`src/ssg_pkg.sv`:
```
// Shared types, constants and lookup functions for the seven-segment glyph
// vertex generator. No dependencies; imported by ssg_geom and the top level.
package ssg_pkg;

    localparam int CFG_W  = 10;
    localparam int MASK_W = 10;
    localparam int SUM_W  = 16;     // exact width of origin plus offset

    typedef logic [CFG_W-1:0]  cfg_word_t;
    typedef logic [MASK_W-1:0] seg_mask_t;
    typedef logic [3:0]        seg_t;
    typedef logic [2:0]        vtx_t;
    typedef logic [7:0]        border_t;
    typedef logic signed [11:0] coff_t;   // vertex offset from the cell origin

    // register indexes on the config port
    localparam logic [0:0] REG_CELL_WIDTH  = 1'b0;
    localparam logic [0:0] REG_CELL_HEIGHT = 1'b1;

    localparam cfg_word_t WIDTH_RESET  = 10'd20;
    localparam cfg_word_t HEIGHT_RESET = 10'd30;

    // x / 5 == (x * 205) >> 10 for every 10-bit x
    localparam int unsigned DIV5_MUL   = 205;
    localparam int unsigned DIV5_SHIFT = 10;

    localparam seg_t SEG_MIDDLE = 4'd6;
    localparam vtx_t VTX_LAST_QUAD = 3'd3;
    localparam vtx_t VTX_LAST_HEX  = 3'd5;

    localparam logic [7:0] CHAR_ZERO  = 8'h30;
    localparam logic [7:0] CHAR_NINE  = 8'h39;
    localparam logic [7:0] CHAR_COLON = 8'h3A;
    localparam logic [7:0] CHAR_DOT   = 8'h2E;
    localparam logic [7:0] CHAR_MINUS = 8'h2D;

    localparam seg_mask_t MASK_COLON = 10'h300;
    localparam seg_mask_t MASK_DOT   = 10'h080;
    localparam seg_mask_t MASK_MINUS = 10'h040;
    localparam seg_mask_t MASK_NONE  = 10'h000;

    localparam seg_mask_t DIGIT_MASK [10] = '{
        10'h03F, 10'h006, 10'h05B, 10'h04F, 10'h066,
        10'h06D, 10'h07D, 10'h007, 10'h07F, 10'h06F
    };

    typedef enum logic [2:0] {
        ST_IDLE,
        ST_DIV,
        ST_TERM,
        ST_FINE,
        ST_RUN
    } state_t;

    typedef enum logic [1:0] {
        GP_HOLD,
        GP_DIV,
        GP_TERM,
        GP_FINE
    } geom_phase_t;

    // precomputed geometry terms a vertex offset is picked from
    typedef enum logic [4:0] {
        T_ZERO, T_W, T_H, T_WB, T_HB, T_BIG, T_WMWB, T_HH, T_HMH, T_HPH,
        T_HMHB, T_HBIG, T_CX, T_CXS, T_CY8, T_CY8S, T_CY9, T_CY9S
    } term_t;

    typedef enum logic [1:0] {
        ADJ_M1,
        ADJ_Z,
        ADJ_P1
    } adj_t;

    typedef struct packed {
        term_t tx;
        adj_t  ax;
        term_t ty;
        adj_t  ay;
    } vplan_t;

    typedef struct packed {
        coff_t w;
        coff_t h;
        coff_t wb;
        coff_t hb;
        coff_t big;
        coff_t small_side;
        coff_t hh;
        coff_t hmh;
        coff_t hph;
        coff_t wmwb;
        coff_t hmhb;
        coff_t hbig;
        coff_t cx;
        coff_t cxs;
        coff_t cy8;
        coff_t cy8s;
        coff_t cy9;
        coff_t cy9s;
    } terms_t;

    function automatic seg_mask_t char_to_mask(input logic [7:0] c);
        logic [7:0] d;
        seg_mask_t  m;
        begin
            d = c - CHAR_ZERO;
            m = MASK_NONE;
            if (c >= CHAR_ZERO && c <= CHAR_NINE)
                m = DIGIT_MASK[d[3:0]];
            else if (c == CHAR_COLON)
                m = MASK_COLON;
            else if (c == CHAR_DOT)
                m = MASK_DOT;
            else if (c == CHAR_MINUS)
                m = MASK_MINUS;
            return m;
        end
    endfunction

    // index of the lowest lit segment
    function automatic seg_t lowest_seg(input seg_mask_t m);
        seg_t s;
        begin
            s = '0;
            for (int i = MASK_W - 1; i >= 0; i--)
                if (m[i])
                    s = seg_t'(i);
            return s;
        end
    endfunction

    function automatic vplan_t mk(input term_t tx, input adj_t ax,
                                  input term_t ty, input adj_t ay);
        vplan_t p;
        begin
            p.tx = tx;
            p.ax = ax;
            p.ty = ty;
            p.ay = ay;
            return p;
        end
    endfunction

    // x term, x adjust, y term, y adjust for vertex k of segment s
    function automatic vplan_t vertex_plan(input seg_t s, input vtx_t k);
        vplan_t p;
        begin
            p = mk(T_ZERO, ADJ_Z, T_ZERO, ADJ_Z);
            unique case (s)
                4'd0: unique case (k)
                    3'd0:    p = mk(T_ZERO, ADJ_P1, T_ZERO, ADJ_Z);
                    3'd1:    p = mk(T_W,    ADJ_M1, T_ZERO, ADJ_Z);
                    3'd2:    p = mk(T_WMWB, ADJ_M1, T_HB,   ADJ_Z);
                    default: p = mk(T_WB,   ADJ_P1, T_HB,   ADJ_Z);
                endcase
                4'd1: unique case (k)
                    3'd0:    p = mk(T_W,    ADJ_Z, T_ZERO, ADJ_P1);
                    3'd1:    p = mk(T_W,    ADJ_Z, T_HH,   ADJ_M1);
                    3'd2:    p = mk(T_WMWB, ADJ_Z, T_HMH,  ADJ_M1);
                    default: p = mk(T_WMWB, ADJ_Z, T_HB,   ADJ_P1);
                endcase
                4'd2: unique case (k)
                    3'd0:    p = mk(T_W,    ADJ_Z, T_HH,   ADJ_P1);
                    3'd1:    p = mk(T_W,    ADJ_Z, T_H,    ADJ_M1);
                    3'd2:    p = mk(T_WMWB, ADJ_Z, T_HMHB, ADJ_M1);
                    default: p = mk(T_WMWB, ADJ_Z, T_HPH,  ADJ_P1);
                endcase
                4'd3: unique case (k)
                    3'd0:    p = mk(T_ZERO, ADJ_P1, T_H,    ADJ_Z);
                    3'd1:    p = mk(T_WB,   ADJ_P1, T_HMHB, ADJ_Z);
                    3'd2:    p = mk(T_WMWB, ADJ_M1, T_HMHB, ADJ_Z);
                    default: p = mk(T_W,    ADJ_M1, T_H,    ADJ_Z);
                endcase
                4'd4: unique case (k)
                    3'd0:    p = mk(T_ZERO, ADJ_Z, T_HH,   ADJ_P1);
                    3'd1:    p = mk(T_ZERO, ADJ_Z, T_H,    ADJ_M1);
                    3'd2:    p = mk(T_WB,   ADJ_Z, T_HMHB, ADJ_M1);
                    default: p = mk(T_WB,   ADJ_Z, T_HPH,  ADJ_P1);
                endcase
                4'd5: unique case (k)
                    3'd0:    p = mk(T_ZERO, ADJ_Z, T_ZERO, ADJ_P1);
                    3'd1:    p = mk(T_ZERO, ADJ_Z, T_HH,   ADJ_M1);
                    3'd2:    p = mk(T_WB,   ADJ_Z, T_HMH,  ADJ_M1);
                    default: p = mk(T_WB,   ADJ_Z, T_HB,   ADJ_P1);
                endcase
                4'd6: unique case (k)
                    3'd0:    p = mk(T_WB,   ADJ_P1, T_HMH, ADJ_Z);
                    3'd1:    p = mk(T_WMWB, ADJ_M1, T_HMH, ADJ_Z);
                    3'd2:    p = mk(T_W,    ADJ_M1, T_HH,  ADJ_Z);
                    3'd3:    p = mk(T_WMWB, ADJ_M1, T_HPH, ADJ_Z);
                    3'd4:    p = mk(T_WB,   ADJ_P1, T_HPH, ADJ_Z);
                    default: p = mk(T_ZERO, ADJ_P1, T_HH,  ADJ_Z);
                endcase
                4'd7: unique case (k)
                    3'd0:    p = mk(T_ZERO, ADJ_Z, T_HBIG, ADJ_Z);
                    3'd1:    p = mk(T_BIG,  ADJ_Z, T_HBIG, ADJ_Z);
                    3'd2:    p = mk(T_BIG,  ADJ_Z, T_H,    ADJ_Z);
                    default: p = mk(T_ZERO, ADJ_Z, T_H,    ADJ_Z);
                endcase
                4'd8: unique case (k)
                    3'd0:    p = mk(T_CX,  ADJ_Z, T_CY8,  ADJ_Z);
                    3'd1:    p = mk(T_CXS, ADJ_Z, T_CY8,  ADJ_Z);
                    3'd2:    p = mk(T_CXS, ADJ_Z, T_CY8S, ADJ_Z);
                    default: p = mk(T_CX,  ADJ_Z, T_CY8S, ADJ_Z);
                endcase
                default: unique case (k)
                    3'd0:    p = mk(T_CX,  ADJ_Z, T_CY9,  ADJ_Z);
                    3'd1:    p = mk(T_CXS, ADJ_Z, T_CY9,  ADJ_Z);
                    3'd2:    p = mk(T_CXS, ADJ_Z, T_CY9S, ADJ_Z);
                    default: p = mk(T_CX,  ADJ_Z, T_CY9S, ADJ_Z);
                endcase
            endcase
            return p;
        end
    endfunction

endpackage

```
`src/ssg_geom.sv`:
```
// Geometry unit: derives the cell borders and the shared offset terms over
// three setup phases, then serves one vertex offset pair per cycle. Uses ssg_pkg.
module ssg_geom
(
    input  logic                clk,
    input  ssg_pkg::geom_phase_t phase,
    input  ssg_pkg::cfg_word_t  cell_width,
    input  ssg_pkg::cfg_word_t  cell_height,
    input  ssg_pkg::seg_t       seg,
    input  ssg_pkg::vtx_t       vtx,
    output ssg_pkg::coff_t      offset_x,
    output ssg_pkg::coff_t      offset_y
);
    import ssg_pkg::*;

    terms_t  terms_reg;
    terms_t  terms_next;
    vplan_t  plan;
    logic [CFG_W+7:0] prod_w;
    logic [CFG_W+7:0] prod_h;
    coff_t   cx_tmp;
    coff_t   cy_q;

    function automatic coff_t pick(input terms_t t, input term_t sel);
        coff_t v;
        begin
            unique case (sel)
                T_ZERO:  v = '0;
                T_W:     v = t.w;
                T_H:     v = t.h;
                T_WB:    v = t.wb;
                T_HB:    v = t.hb;
                T_BIG:   v = t.big;
                T_WMWB:  v = t.wmwb;
                T_HH:    v = t.hh;
                T_HMH:   v = t.hmh;
                T_HPH:   v = t.hph;
                T_HMHB:  v = t.hmhb;
                T_HBIG:  v = t.hbig;
                T_CX:    v = t.cx;
                T_CXS:   v = t.cxs;
                T_CY8:   v = t.cy8;
                T_CY8S:  v = t.cy8s;
                T_CY9:   v = t.cy9;
                T_CY9S:  v = t.cy9s;
                default: v = '0;
            endcase
            return v;
        end
    endfunction

    function automatic coff_t adj_val(input adj_t a);
        coff_t v;
        begin
            unique case (a)
                ADJ_M1:  v = -12'sd1;
                ADJ_P1:  v = 12'sd1;
                default: v = '0;
            endcase
            return v;
        end
    endfunction

    // setup: divide by five, then first- and second-order terms
    always_comb
    begin
        terms_next = terms_reg;
        prod_w = {8'd0, cell_width}  * (CFG_W+8)'(DIV5_MUL);
        prod_h = {8'd0, cell_height} * (CFG_W+8)'(DIV5_MUL);
        cx_tmp = (terms_reg.w - terms_reg.small_side) >>> 1;
        cy_q   = terms_reg.h >>> 2;
        unique case (phase)
            GP_DIV:
            begin
                terms_next.w  = $signed({2'b00, cell_width});
                terms_next.h  = $signed({2'b00, cell_height});
                terms_next.wb = $signed({4'b0000, border_t'(prod_w >> DIV5_SHIFT)});
                terms_next.hb = $signed({4'b0000, border_t'(prod_h >> DIV5_SHIFT)});
            end
            GP_TERM:
            begin
                terms_next.big = (terms_reg.wb > terms_reg.hb) ? terms_reg.wb : terms_reg.hb;
                terms_next.small_side =
                    (terms_reg.wb < terms_reg.hb) ? terms_reg.wb : terms_reg.hb;
                terms_next.hh   = terms_reg.h >>> 1;
                terms_next.hmh  = (terms_reg.h - terms_reg.hb) >>> 1;
                terms_next.hph  = (terms_reg.h + terms_reg.hb) >>> 1;
                terms_next.wmwb = terms_reg.w - terms_reg.wb;
                terms_next.hmhb = terms_reg.h - terms_reg.hb;
                terms_next.cy8  = cy_q;
                terms_next.cy9  = cy_q + (cy_q <<< 1);
            end
            GP_FINE:
            begin
                terms_next.hbig = terms_reg.h - terms_reg.big;
                terms_next.cx   = cx_tmp;
                terms_next.cxs  = cx_tmp + terms_reg.small_side;
                terms_next.cy8s = terms_reg.cy8 + terms_reg.small_side;
                terms_next.cy9s = terms_reg.cy9 + terms_reg.small_side;
            end
            default: ;
        endcase
    end

    always_ff @(posedge clk)
    begin
        terms_reg <= terms_next;
    end

    always_comb
    begin
        plan     = vertex_plan(seg, vtx);
        offset_x = pick(terms_reg, plan.tx) + adj_val(plan.ax);
        offset_y = pick(terms_reg, plan.ty) + adj_val(plan.ay);
    end

endmodule

```
`src/seven_segment_glyph_vertex_gen_core.sv`:
```
// Seven-segment glyph vertex generator, top level: stream ports, config
// registers, segment sequencer and output register. Uses ssg_pkg, ssg_geom.
//
// Usage
//   Input items arrive on s_axis: a character byte and the cell origin.
//   Each lit segment of the glyph is sent on m_axis as a polygon, one
//   vertex per item, segments in ascending order. tuser carries the
//   segment index and a polygon-end flag; tlast marks the character's
//   final vertex. Unknown characters produce no output items at all.
//   cell_width / cell_height are set through cfg_we/cfg_index/cfg_data
//   and should only be written while the block is idle.
// Timing
//   s_axis_tready is high only in the idle state. After an item is taken,
//   the geometry unit derives borders and offset terms in its setup phases
//   (div, term, fine) before the first vertex is loaded on m_axis.
//   Then one vertex per cycle unless m_axis_tready stalls, and the next
//   item is accepted the cycle after the last vertex is loaded.
//   The per-vertex adder/selector of the geometry unit sets the rate.
// Reset / stall
//   Reset returns to idle, drops m_axis_tvalid and restores the cell size
//   to 20 x 30. A stalled m_axis_tready freezes the sequencer; the held
//   vertex stays on the port until taken.
module seven_segment_glyph_vertex_gen_core
#(
    parameter int COORD_BITS = 16
)
(
    input  logic                clk,
    input  logic                rst_n,
    // config write port
    input  logic                cfg_we,
    input  logic [0:0]          cfg_index,
    input  ssg_pkg::cfg_word_t  cfg_data,
    // input stream
    input  logic                s_axis_tvalid,
    output logic                s_axis_tready,
    input  logic [39:0]         s_axis_tdata,   // char_code[7:0], origin_x[22:8], origin_y[37:23]
    // output stream
    output logic                m_axis_tvalid,
    input  logic                m_axis_tready,
    output logic [39:0]         m_axis_tdata,   // vertex_index[2:0], vertex_x[18:3], vertex_y[34:19]
    output logic [4:0]          m_axis_tuser,   // segment_index[3:0], polygon_last[4]
    output logic                m_axis_tlast    // char_last
);
    import ssg_pkg::*;

    state_t     state_reg, state_next;
    cfg_word_t  cell_width_reg, cell_width_next;
    cfg_word_t  cell_height_reg, cell_height_next;
    seg_mask_t  rem_mask_reg, rem_mask_next;
    vtx_t       vtx_reg, vtx_next;
    logic signed [14:0] ox_reg, ox_next;
    logic signed [14:0] oy_reg, oy_next;

    logic       out_valid_reg, out_valid_next;
    seg_t       out_seg_reg, out_seg_next;
    vtx_t       out_vtx_reg, out_vtx_next;
    logic [15:0] out_x_reg, out_x_next;
    logic [15:0] out_y_reg, out_y_next;
    logic       out_plast_reg, out_plast_next;
    logic       out_clast_reg, out_clast_next;

    geom_phase_t phase;
    seg_t       seg_cur;
    vtx_t       last_vtx;
    logic       poly_last;
    seg_mask_t  rem_after;
    logic       char_end;
    logic       advance;
    logic       in_accept;
    seg_mask_t  in_mask;
    coff_t      offset_x, offset_y;
    logic signed [SUM_W-1:0] sum_x, sum_y;
    logic [15:0] wrap_x, wrap_y;

    ssg_geom u_geom
    (
        .clk         (clk),
        .phase       (phase),
        .cell_width  (cell_width_reg),
        .cell_height (cell_height_reg),
        .seg         (seg_cur),
        .vtx         (vtx_reg),
        .offset_x    (offset_x),
        .offset_y    (offset_y)
    );

    // exact sum; the origin is 15 bits and offsets stay within 12
    assign sum_x = SUM_W'(ox_reg) + SUM_W'(offset_x);
    assign sum_y = SUM_W'(oy_reg) + SUM_W'(offset_y);

    // wrap to COORD_BITS, sign extend into the 16-bit field
    generate
        if (COORD_BITS >= 16)
        begin : g_wide
            assign wrap_x = sum_x[15:0];
            assign wrap_y = sum_y[15:0];
        end
        else
        begin : g_narrow
            assign wrap_x = {{(16-COORD_BITS){sum_x[COORD_BITS-1]}}, sum_x[COORD_BITS-1:0]};
            assign wrap_y = {{(16-COORD_BITS){sum_y[COORD_BITS-1]}}, sum_y[COORD_BITS-1:0]};
        end
    endgenerate

    assign s_axis_tready = (state_reg == ST_IDLE);
    assign in_accept     = s_axis_tvalid && s_axis_tready;
    assign in_mask       = char_to_mask(s_axis_tdata[7:0]);

    always_comb
    begin
        state_next       = state_reg;
        cell_width_next  = cell_width_reg;
        cell_height_next = cell_height_reg;
        rem_mask_next    = rem_mask_reg;
        vtx_next         = vtx_reg;
        ox_next          = ox_reg;
        oy_next          = oy_reg;
        out_valid_next   = out_valid_reg;
        out_seg_next     = out_seg_reg;
        out_vtx_next     = out_vtx_reg;
        out_x_next       = out_x_reg;
        out_y_next       = out_y_reg;
        out_plast_next   = out_plast_reg;
        out_clast_next   = out_clast_reg;
        phase            = GP_HOLD;

        seg_cur   = lowest_seg(rem_mask_reg);
        last_vtx  = (seg_cur == SEG_MIDDLE) ? VTX_LAST_HEX : VTX_LAST_QUAD;
        poly_last = (vtx_reg == last_vtx);
        rem_after = rem_mask_reg & ~(seg_mask_t'(1) << seg_cur);
        char_end  = poly_last && (rem_after == MASK_NONE);
        advance   = (state_reg == ST_RUN) && (!out_valid_reg || m_axis_tready);

        if (cfg_we)
        begin
            unique case (cfg_index)
                REG_CELL_WIDTH:  cell_width_next  = cfg_data;
                REG_CELL_HEIGHT: cell_height_next = cfg_data;
                default: ;
            endcase
        end

        if (m_axis_tready)
            out_valid_next = 1'b0;

        unique case (state_reg)
            ST_IDLE:
            begin
                if (in_accept && in_mask != MASK_NONE)
                begin
                    rem_mask_next = in_mask;
                    vtx_next      = '0;
                    ox_next       = $signed(s_axis_tdata[22:8]);
                    oy_next       = $signed(s_axis_tdata[37:23]);
                    state_next    = ST_DIV;
                end
            end
            ST_DIV:
            begin
                phase      = GP_DIV;
                state_next = ST_TERM;
            end
            ST_TERM:
            begin
                phase      = GP_TERM;
                state_next = ST_FINE;
            end
            ST_FINE:
            begin
                phase      = GP_FINE;
                state_next = ST_RUN;
            end
            ST_RUN:
            begin
                if (advance)
                begin
                    out_valid_next = 1'b1;
                    out_seg_next   = seg_cur;
                    out_vtx_next   = vtx_reg;
                    out_x_next     = wrap_x;
                    out_y_next     = wrap_y;
                    out_plast_next = poly_last;
                    out_clast_next = char_end;
                    if (poly_last)
                    begin
                        rem_mask_next = rem_after;
                        vtx_next      = '0;
                    end
                    else
                        vtx_next = vtx_reg + vtx_t'(1);
                    if (char_end)
                        state_next = ST_IDLE;
                end
            end
            default: state_next = ST_IDLE;
        endcase
    end

    always_ff @(posedge clk or negedge rst_n)
    begin
        if (!rst_n)
        begin
            state_reg       <= ST_IDLE;
            cell_width_reg  <= WIDTH_RESET;
            cell_height_reg <= HEIGHT_RESET;
            rem_mask_reg    <= MASK_NONE;
            vtx_reg         <= '0;
            out_valid_reg   <= 1'b0;
        end
        else
        begin
            state_reg       <= state_next;
            cell_width_reg  <= cell_width_next;
            cell_height_reg <= cell_height_next;
            rem_mask_reg    <= rem_mask_next;
            vtx_reg         <= vtx_next;
            out_valid_reg   <= out_valid_next;
        end
    end

    // payload, no reset
    always_ff @(posedge clk)
    begin
        ox_reg        <= ox_next;
        oy_reg        <= oy_next;
        out_seg_reg   <= out_seg_next;
        out_vtx_reg   <= out_vtx_next;
        out_x_reg     <= out_x_next;
        out_y_reg     <= out_y_next;
        out_plast_reg <= out_plast_next;
        out_clast_reg <= out_clast_next;
    end

    assign m_axis_tvalid = out_valid_reg;
    assign m_axis_tdata  = {5'b00000, out_y_reg, out_x_reg, out_vtx_reg};
    assign m_axis_tuser  = {out_plast_reg, out_seg_reg};
    assign m_axis_tlast  = out_clast_reg;

    // the sequencer never runs with nothing left to draw
    a_run_has_work: assert property (@(posedge clk) disable iff (!rst_n)
        state_reg == ST_RUN |-> rem_mask_reg != MASK_NONE)
        else $error("run state with empty segment mask");

    // a character ends on a polygon boundary
    a_char_end_poly: assert property (@(posedge clk) disable iff (!rst_n)
        out_valid_reg && out_clast_reg |-> out_plast_reg)
        else $error("char_last without polygon_last");

    // only the middle bar has vertices past index 3
    a_hex_only_middle: assert property (@(posedge clk) disable iff (!rst_n)
        out_valid_reg && out_vtx_reg > VTX_LAST_QUAD |-> out_seg_reg == SEG_MIDDLE)
        else $error("vertex index too large for segment");

    // a held vertex is not overwritten while stalled
    a_stall_hold: assert property (@(posedge clk) disable iff (!rst_n)
        out_valid_reg && !m_axis_tready |=> out_valid_reg && $stable(out_x_reg)
            && $stable(out_y_reg) && $stable(out_seg_reg))
        else $error("stalled vertex changed");

endmodule

```
`config.mk`:
```
export PLATFORM = sky130hd
export DESIGN_NAME = seven_segment_glyph_vertex_gen_core
export DESIGN_NICKNAME = d
export VERILOG_FILES = /design/src/ssg_pkg.sv /design/src/ssg_geom.sv /design/src/seven_segment_glyph_vertex_gen_core.sv
export SDC_FILE = /design/constraint.sdc
export NUM_CORES = 1
export LEC_CHECK = 0
export ABC_AREA = 0
export ABC_CLOCK_PERIOD_IN_PS = 7500
export CAP_MARGIN = 20
export CELL_PAD_IN_SITES_DETAIL_PLACEMENT = 1
export CELL_PAD_IN_SITES_GLOBAL_PLACEMENT = 1
export CORE_MARGIN = 8
export CORE_UTILIZATION = 52
export CTS_CLUSTER_DIAMETER = 100
export DETAILED_ROUTE_END_ITERATION = 8
export DONT_BUFFER_PORTS = 1
export PLACE_DENSITY_LB_ADDON = 0.08
export SLEW_MARGIN = 0
export SYNTH_ARGS = -nofsm -noshare
export SYNTH_HDL_FRONTEND = slang
export SYNTH_SLANG_ARGS = --single-unit
export TNS_END_PERCENT = 50
```
`constraint.sdc`:
```
create_clock -name clk -period 7.5 [get_ports clk]
set_clock_uncertainty 0.2 [all_clocks]
set_input_delay 1.5 -clock clk [delete_from_list [all_inputs] [get_ports clk]]
set_output_delay 1.5 -clock clk [all_outputs]
set_load 0.05 [all_outputs]
```
==> impl_metrics.tcl, run 1 <==
set metrics [dict create \
    synth_common_cells "ha_1 (239), edfxtp_1 (227), inv_1 (191)" \
    drt-vias-per-instance 6.04 \
    yosys.cell_types.count 78 \
    path_buf_inv 4 \
    synth_edf_count 227 \
    nets 2183 \
    cap_violations 0 \
    grtUsageMet3_pct 3.88 \
    netlist_instances 1795 \
    ys_async_sr_fraction_pct 14.0 \
    synthTopCellsByArea "edfxtp_1 (36%), ha_1 (16%), fa_1 (4.9%), dfrtp_1 (4.1%), inv_1 (3.8%)" \
    finalHoldViolCount 0 \
    slew_violations 0 \
    yosysTopAreaCell "edfxtp_1" \
    fin_crit_sh_pct 95.5 \
    synth_top_area_share_pct 35.8 \
    grt_max_degree 67 \
    final_util_pct 57.9 \
    yosysMostFrequentCell "ha_1" \
    fin_crit_ns 7.17 \
    die_h_um 207 \
    cts_buffers 31 \
    cts_tree "done" \
    clock_sinks 264 \
    syn2layout_area_growth_pct 10.5 \
    port_buffers 0 \
    setup_ws_ns 0.334 \
    setup_viol 0 \
    cts_max_level 1 \
    worstSkewPairLatency_ns 0.59 \
    required_ns 7.63 \
    first_iter_violations 833 \
    worstMarginPinSlew_ns 0.978 \
    fmax_mhz 140 \
    path_max_fanout 11 \
    cp_slowest_cell "nor4_1" \
    initial_core_util_pct 52.4 \
    netlist_area_mm2 0.0190 \
    clk_pin_slew_ns 0.06 \
    die_area_mm2 0.0430 \
    wl_mm 55.4 \
    ys.flop_type "edfxtp_1" \
    yosysWarnings 0 \
    gp_congestion 0.916 \
    grt_use_met2_pct 45.6 \
    cp.arrival_ns 7.30 \
    slew_headroom_pct 34.2 \
    drive_gt1_share_pct 9.86 \
    ctsLongestPathBuffers 3 \
    num_rows 70 \
    drc 0 \
    cts_root_buffer "clkbuf_16" \
    diodes 0 \
    synth_area_per_cell_um2 10.6 \
    io_pins 104 \
    cp_top_family "simple AND/OR/NAND/NOR gates" \
    antenna_violating_nets_post_route 0 \
    yosysSeqAreaShare_pct 40.7 \
    critPathCaptureType "flip-flop" \
    ys_ff_latch 264 \
    detail_route.first_pass.iterations 7 \
    grt_overflow 0 \
    hold_path_class "reg -> reg" \
    grt_antenna_before_repair 0 \
    cp-start-kind "flip-flop" \
    place_ws_ns 0.129 \
    rsz0062_at_grt "false" \
    max_stage_delay_ns 0.84 \
    critical_path_class "reg -> reg" \
    busiest_layer "met2" \
    hold_buffers 0 \
    largest_reg_flops 148 \
    dpl.hpwl_mm 43.7 \
    wl_per_cell_um 23.7 \
    grt_pass1_vias 15379 \
    outcome "finished clean" \
    use_met1_pct 30.0 \
    fin_setup_tns_ns 0 \
    grt_usage_pct 25.4 \
    grt_pass1_wl_mm 86.6 \
    die_x_um 207 \
    core-area_mm2 0.0363 \
    vias 14095 \
]
==> final timing paths <==
kind / start / to / slack [ns] / cells past startpoint
min reg2reg: cell_height_reg[1]$_DFFE_PN1P_ / u_geom.terms_reg[193]$_DFFE_PN_ / 0.36 / 0
max in group asynchronous: rst_n / cell_width_reg[2]$_DFFE_PN1P_ / 6.48 / 0
min: cell_height_reg[1]$_DFFE_PN1P_ / u_geom.terms_reg[193]$_DFFE_PN_ / 0.36 / 0
max reg2reg: rem_mask_reg[1]$_DFFE_PN0P_ / out_y_reg[14]$_DFFE_PP_ / 0.33 / 26
min in group asynchronous: rst_n / rem_mask_reg[5]$_DFFE_PN0P_ / 0.41 / 0
max: rem_mask_reg[1]$_DFFE_PN0P_ / out_y_reg[14]$_DFFE_PP_ / 0.33 / 26
==> cells in the final DEF, fill, tap and decap left out, drive strengths merged, types with 19 or more instances in the layout <==
master and instances:
ha 239, edfxtp 227, inv 194, nor2 119
nand2 106, a21oi 96, o21ai 90, xnor2 79
buf 51, fa 47, clkbuf 45, nor3 42
nand3 41, a21o 40, xor2 33, o21bai 31
dfrtp 31, a22oi 28, mux2i 27, a211oi 24
nor2b 23, mux2 21, and3 20, o21a 19
==> through the flow <==
step	cells	instance area (µm²)	hold slack, ns
final	2334	21100	0.364
after global routing	2334	21100	0.365
after CTS	2328	20900	0.365
after detailed placement	2270	19800	0.355
after global placement	2270	19800	0.349
after floorplan	1799	19100	0.261
==> layer usage <==
layer	wire (µm)	vias up
met1	22200	6974
met2	27800	417
met3	3080	121
met4	2320	0
li1	-	6583
met5	0	-
==> logic make-up (layout without fill, tap and decap cells) <==
group | after synthesis | count (layout) | share of synthesized area (%)
simple gates | 436 | 436 | 11.6
compound gates | 413 | 413 | 14.3
fa+ha+maj | 287 | 287 | 20.7
flops | 264 | 264 | 40.7
buf+inv | 234 | 301 | 4.89
xor+xnor | 112 | 112 | 5.15
mux | 48 | 48 | 2.66
other cells | 1 | 5 | 0.0197
==> what timing repair did <==
action / CTS / global route
resized for setup: 0 / 20
setup buffers: 0 / 5
endpoints found under the setup margin: 0 / 11
hold endpoints to repair: 0 / 0
==> layout make-up <==
cell class                      count  area (µm²)
Inverter                          192         726
Multi-Input combinational cell   1301       10500
Fill cell                        3832       15300
Timing Repair Buffer               51         395
Clock inverter                     13         135
Tap cell                          468         586
Sequential cell                   264        7750
Clock buffer                       45         961
Power of run 1 is not shown: default switching activity piles up to over one toggle a cycle in this logic, so the estimate is an artifact.
==> inputs of run 2 (changes only) <==
--- a/config.mk
+++ b/config.mk
@@ -11,7 +11,8 @@
 export CELL_PAD_IN_SITES_DETAIL_PLACEMENT = 1
 export CELL_PAD_IN_SITES_GLOBAL_PLACEMENT = 1
 export CORE_MARGIN = 8
-export CORE_UTILIZATION = 52
+export CORE_UTILIZATION = 54
+export CTS_BUF_LIST = sky130_fd_sc_hd__clkbuf_4 sky130_fd_sc_hd__clkbuf_8
 export CTS_CLUSTER_DIAMETER = 100
 export DETAILED_ROUTE_END_ITERATION = 8
 export DONT_BUFFER_PORTS = 1
==> run 2 against run 1 <==
Sequential share of layout area hardly changed. Worst setup slack better by 0.074 ns. Worst hold slack worse by 0.0060 ns. Register-to-register slack better by 0.07 ns. First-iteration DRC count is 8.6% higher. Final area is 0.14% lower. Critical path type unchanged.
==> impl_metrics.tcl, run 2 (synthesis gave the netlist of run 1 again) <==
set metrics [dict create \
    outcome "finished clean" \
    die_area_mm2 0.0415 \
    num_rows 68 \
    fin_crit_sh_pct 94.6 \
    required_ns 7.67 \
    cts_buffers 47 \
    grt_overflow 0 \
    whs_ns 0.358 \
    die_h_um 204 \
    grt_usage_pct 26.7 \
    hold_path_class "reg -> reg" \
    placed_cell_area_mm2 0.0199 \
    final_cell_area_mm2 0.0210 \
    initial_core_util_pct 55.0 \
    cp_top_family "compound AO/OA/AOI/OAI gates" \
    largest_reg_flops 148 \
    drt-vias-per-instance 6.07 \
    worstSkewPairLatency_ns 0.62 \
    path_max_fanout 14 \
    grt_max_degree 67 \
    fill_cells 3688 \
    cap_violations 0 \
    ctsLongestPathBuffers 3 \
    drc 0 \
    max_stage_delay_ns 0.45 \
    hold_buffers 0 \
    slew_violations 0 \
    wl_per_cell_um 23.6 \
    worstMarginPinSlew_ns 0.984 \
    vias 14312 \
    first_iter_violations 905 \
    port_buffers 0 \
    grt_pass1_wl_mm 86.7 \
    setup_viol 0 \
    cts_max_level 2 \
    gp_congestion 0.894 \
    syn2layout_area_growth_pct 10.4 \
    slew_headroom_pct 34.3 \
    diodes 0 \
    path_buf_inv 4 \
    die_x_um 204 \
    io_pins 104 \
    finalHoldViolCount 0 \
    nets 2207 \
    drive_gt1_share_pct 11.0 \
    cts_root_buffer "clkbuf_8" \
    critPathCaptureType "flip-flop" \
    grt_antenna_before_repair 0 \
    detail_route.first_pass.iterations 6 \
    critical_path_class "reg -> reg" \
    antenna_violating_nets_post_route 0 \
    clk_pin_slew_ns 0.06 \
    cp.arrival_ns 7.26 \
    cts_tree "done" \
    wl_mm 55.6 \
    grt_pass1_vias 15692 \
    cp_slowest_cell "dfrtp_1" \
    core-area_mm2 0.0346 \
    dpl.hpwl_mm 43.7 \
    fin_crit_ns 7.09 \
    fmax_mhz 141 \
    cp-start-kind "flip-flop" \
    final_common_cell "ha_1" \
    final_cell_mix "ha_1 (238), edfxtp_1 (227), inv_1 (190), nor2_1 (119), nand2_1 (106)" \
    clock_sinks 264 \
]
==> run 2: cell types whose count changed in the layout (fill, tap and decap cells not counted), moves of 3 or more <==
cell	previous run	this run
clkbuf_4	0	13
clkbuf_1	3	0
clkinv_2	8	4
buf_4	50	58
clkbuf_16	33	0
nor2_1	116	119
clkinv_1	0	8
nor2_2	3	0
clkbuf_8	9	57
==> run 2: worst paths after layout <==
path / start / endpoint / slack, ns / cells past startpoint
worst max-delay path: vtx_reg[1]$_DFFE_PN0P_ / out_y_reg[14]$_DFFE_PP_ / 0.41 / 30
worst min-delay path: cell_height_reg[1]$_DFFE_PN1P_ / u_geom.terms_reg[193]$_DFFE_PN_ / 0.36 / 0
worst max register to register: vtx_reg[1]$_DFFE_PN0P_ / out_y_reg[14]$_DFFE_PP_ / 0.41 / 30
worst min register to register: cell_height_reg[1]$_DFFE_PN1P_ / u_geom.terms_reg[193]$_DFFE_PN_ / 0.36 / 0
max in group asynchronous: rst_n / cell_height_reg[4]$_DFFE_PN1P_ / 6.51 / 0
min in group asynchronous: rst_n / cell_width_reg[9]$_DFFE_PN0P_ / 0.38 / 0
==> run 2: final cells by class <==
| type | count | area (µm²) | area share [%] |
|---|---|---|---|
| multi-input combinational | 1301 | 10500 | 49.9 |
| sequential | 264 | 7750 | 36.9 |
| clock buffer | 70 | 882 | 4.20 |
| inverter | 192 | 726 | 3.45 |
| tap | 455 | 569 | 2.71 |
| timing repair buffer | 59 | 447 | 2.12 |
| clock inverter | 17 | 159 | 0.756 |
==> run 2: what timing repair did <==
| action | in CTS | in global routing |
|---|---|---|
| endpoints found under the setup margin | 0 | 6 |
| buffers inserted | 0 | 3 |
| hold endpoints to repair | 0 | 0 |
| gates resized for setup | 0 | 16 |
==> run 2: metal layers <==
layer,part of all wire (%),up-vias,wire length [µm],track usage (%)
met5,0,-,0,0
met4,4.7,0,2590,12.4
met3,5.9,138,3260,5.06
met2,49,427,27400,47.0
met1,40,7122,22300,31.0
li1,-,6625,-,-
==> run 2: per-stage QoR <==
stage               util (%)  worst slack [ns]  instances  setup TNS (ns)
finish                  60.7             0.408       2358               0
global route            60.7           -0.0129       2358         -0.0177
CTS                     60.4             0.103       2354               0
detailed placement      57.4             0.114       2267               0
global placement        57.4             0.292       2266               0
floorplan                  -              1.12       1799               0
Power of run 2 is left out for the same reason.
==> inputs of run 3 (changes only) <==
--- a/config.mk
+++ b/config.mk
@@ -17,6 +17,7 @@
 export DETAILED_ROUTE_END_ITERATION = 8
 export DONT_BUFFER_PORTS = 1
 export PLACE_DENSITY_LB_ADDON = 0.08
+export RECOVER_POWER = 100
 export SLEW_MARGIN = 0
 export SYNTH_ARGS = -nofsm -noshare
 export SYNTH_HDL_FRONTEND = slang
==> run 3 against run 2 <==
Sequential cell count stayed put. Utilization is 0.13 points lower. Fmax is 0.16% lower. Die area stayed put. First-iteration DRC count is 2.7% lower. Largest cell class unchanged. Register-to-register slack hardly changed. Non-clock buffer count stayed put. Routed wire length hardly changed. Count of clock-buffer cells in the layout stayed put. Global-route usage stayed put. Via count is 0.35% lower. The flow now finishes with violations (capacitance limit, slew limit). Worst setup slack worse by 0.011 ns.
==> impl_metrics.tcl, run 3 (synthesis gave the netlist of run 1 again) <==
set metrics [dict create \
    outcome "finished with violations" \
    fmax_mhz 141 \
    fin_crit_sh_pct 94.7 \
    slew_headroom_pct -155 \
    hp-start "ox_reg[0]$_DFFE_PP_" \
    final_common_cell "ha_1" \
    cts_max_level 2 \
    max_stage_delay_ns 0.45 \
    critical_path_class "reg -> reg" \
    r2r-start "vtx_reg[1]$_DFFE_PN0P_" \
    core-area_mm2 0.0346 \
    slew_violations 243 \
    largest_reg_flops 148 \
    drive_gt1_share_pct 9.93 \
    grt_antenna_before_repair 0 \
    vias 14262 \
    rrSetupSlack_ns 0.40 \
    nets 2207 \
    fin_crit_ns 7.10 \
    grt_pass1_wl_mm 86.7 \
    grt_overflow 0 \
    path_max_fanout 14 \
    clk_pin_slew_ns 0.06 \
    cts_tree "done" \
    drc 0 \
    holdPathStages 1 \
    cap_violations 6 \
    io_pins 104 \
    violations "capacitance limit, slew limit" \
    grt_max_degree 67 \
    placed_cell_area_mm2 0.0199 \
    required_ns 7.67 \
    cp_slowest_cell "dfrtp_1" \
    cts_root_buffer "clkbuf_8" \
    critPathCaptureType "flip-flop" \
    reg2regPathDepth 30 \
    dpl.hpwl_mm 43.7 \
    setup_viol 0 \
    initial_core_util_pct 55.0 \
    final_cell_area_mm2 0.0210 \
    die_h_um 204 \
    worstMarginPinSlew_ns 3.83 \
    gp_congestion 0.894 \
    antenna_violating_nets_post_route 0 \
    finalHoldViolCount 0 \
    port_buffers 0 \
    syn2layout_area_growth_pct 10.1 \
    clock_sinks 264 \
    first_iter_violations 881 \
    grt_usage_pct 26.7 \
    drt-vias-per-instance 6.05 \
    die_x_um 204 \
    multiInputGateArea_mm2 0.0105 \
    num_rows 68 \
    hold_path_class "reg -> reg" \
    cts_buffers 47 \
    worstSkewPairLatency_ns 0.62 \
    hold_buffers 0 \
    cp.arrival_ns 7.27 \
    detail_route.first_pass.iterations 5 \
    wl_mm 55.5 \
    r2r_end "out_y_reg[14]$_DFFE_PP_" \
    fill_cells 3696 \
    wl_per_cell_um 23.5 \
    die_area_mm2 0.0415 \
    cp-start-kind "flip-flop" \
    ctsLongestPathBuffers 3 \
    regArea_mm2 0.00775 \
    hold_end "out_x_reg[0]$_DFFE_PP_" \
    final_cell_mix "ha_1 (238), edfxtp_1 (227), inv_1 (191), nor2_1 (119), nand2_1 (106)" \
    grt_pass1_vias 15692 \
]
run 3: worst max path at each step:
stage                                           start                 endpoint  slack [ns]  cells after the start
final                          vtx_reg[1]$_DFFE_PN0P_  out_y_reg[14]$_DFFE_PP_        0.40                     30
after global routing           vtx_reg[0]$_DFFE_PN0P_  out_y_reg[14]$_DFFE_PP_       -0.01                     30
after global placement         vtx_reg[0]$_DFFE_PN0P_  out_y_reg[14]$_DFFE_PP_        0.29                     28
after floorplan           rem_mask_reg[3]$_DFFE_PN0P_  out_y_reg[13]$_DFFE_PP_        1.12                     30
after detailed placement  rem_mask_reg[7]$_DFFE_PN0P_  out_y_reg[14]$_DFFE_PP_        0.11                     27
after CTS                 rem_mask_reg[7]$_DFFE_PN0P_  out_y_reg[14]$_DFFE_PP_        0.10                     27
run 3: layer usage:
layer | vias up | global-route usage, % | routed length, µm | share of wire, %
li1 | 6629 | - | - | -
met1 | 7089 | 31.0 | 22200 | 40
met2 | 412 | 47.0 | 27400 | 49
met3 | 132 | 5.06 | 3340 | 6.0
met4 | 0 | 12.4 | 2520 | 4.5
met5 | - | 0 | 0 | 0
run 3: stage by stage:
step	util, %	hold WS [ns]	setup TNS (ns)	worst slack, ns	cells
2_1_floorplan	-	0.261	0	1.12	1799
3_3_place_gp	57.4	0.352	0	0.292	2266
3_5_place_dp	57.4	0.350	0	0.114	2267
4_1_cts	60.4	0.328	0	0.103	2354
5_1_grt	60.6	0.349	-0.0173	-0.0126	2358
6_report	60.6	0.372	0	0.397	2359
run 3: final cells by class:
class	instances	area share [%]
tap	455	2.71
sequential	264	36.9
antenna	1	0.0119
timing repair buffer	59	1.97
inverter	192	3.46
clock inverter	17	0.757
clock buffer	70	4.20
multi-input combinational	1301	49.9
run 3: what timing repair did:
item | CTS | global route
setup buffers | 0 | 3
setup endpoints to repair | 0 | 6
resized for setup | 0 | 16
endpoints found under the hold margin | 0 | 0
run 3: worst max-delay path, delay by kind of cell, from the launching register on:
| kind | cells | cell delay (ns) |
|---|---|---|
| xor+xnor | 2 | 0.32 |
| flops | 1 | 0.45 |
| buf+inv | 4 | 0.77 |
| fa+ha+maj | 3 | 1.03 |
| simple gates | 9 | 1.39 |
| compound gates | 12 | 2.68 |
Power of run 3 is left out for the same reason.
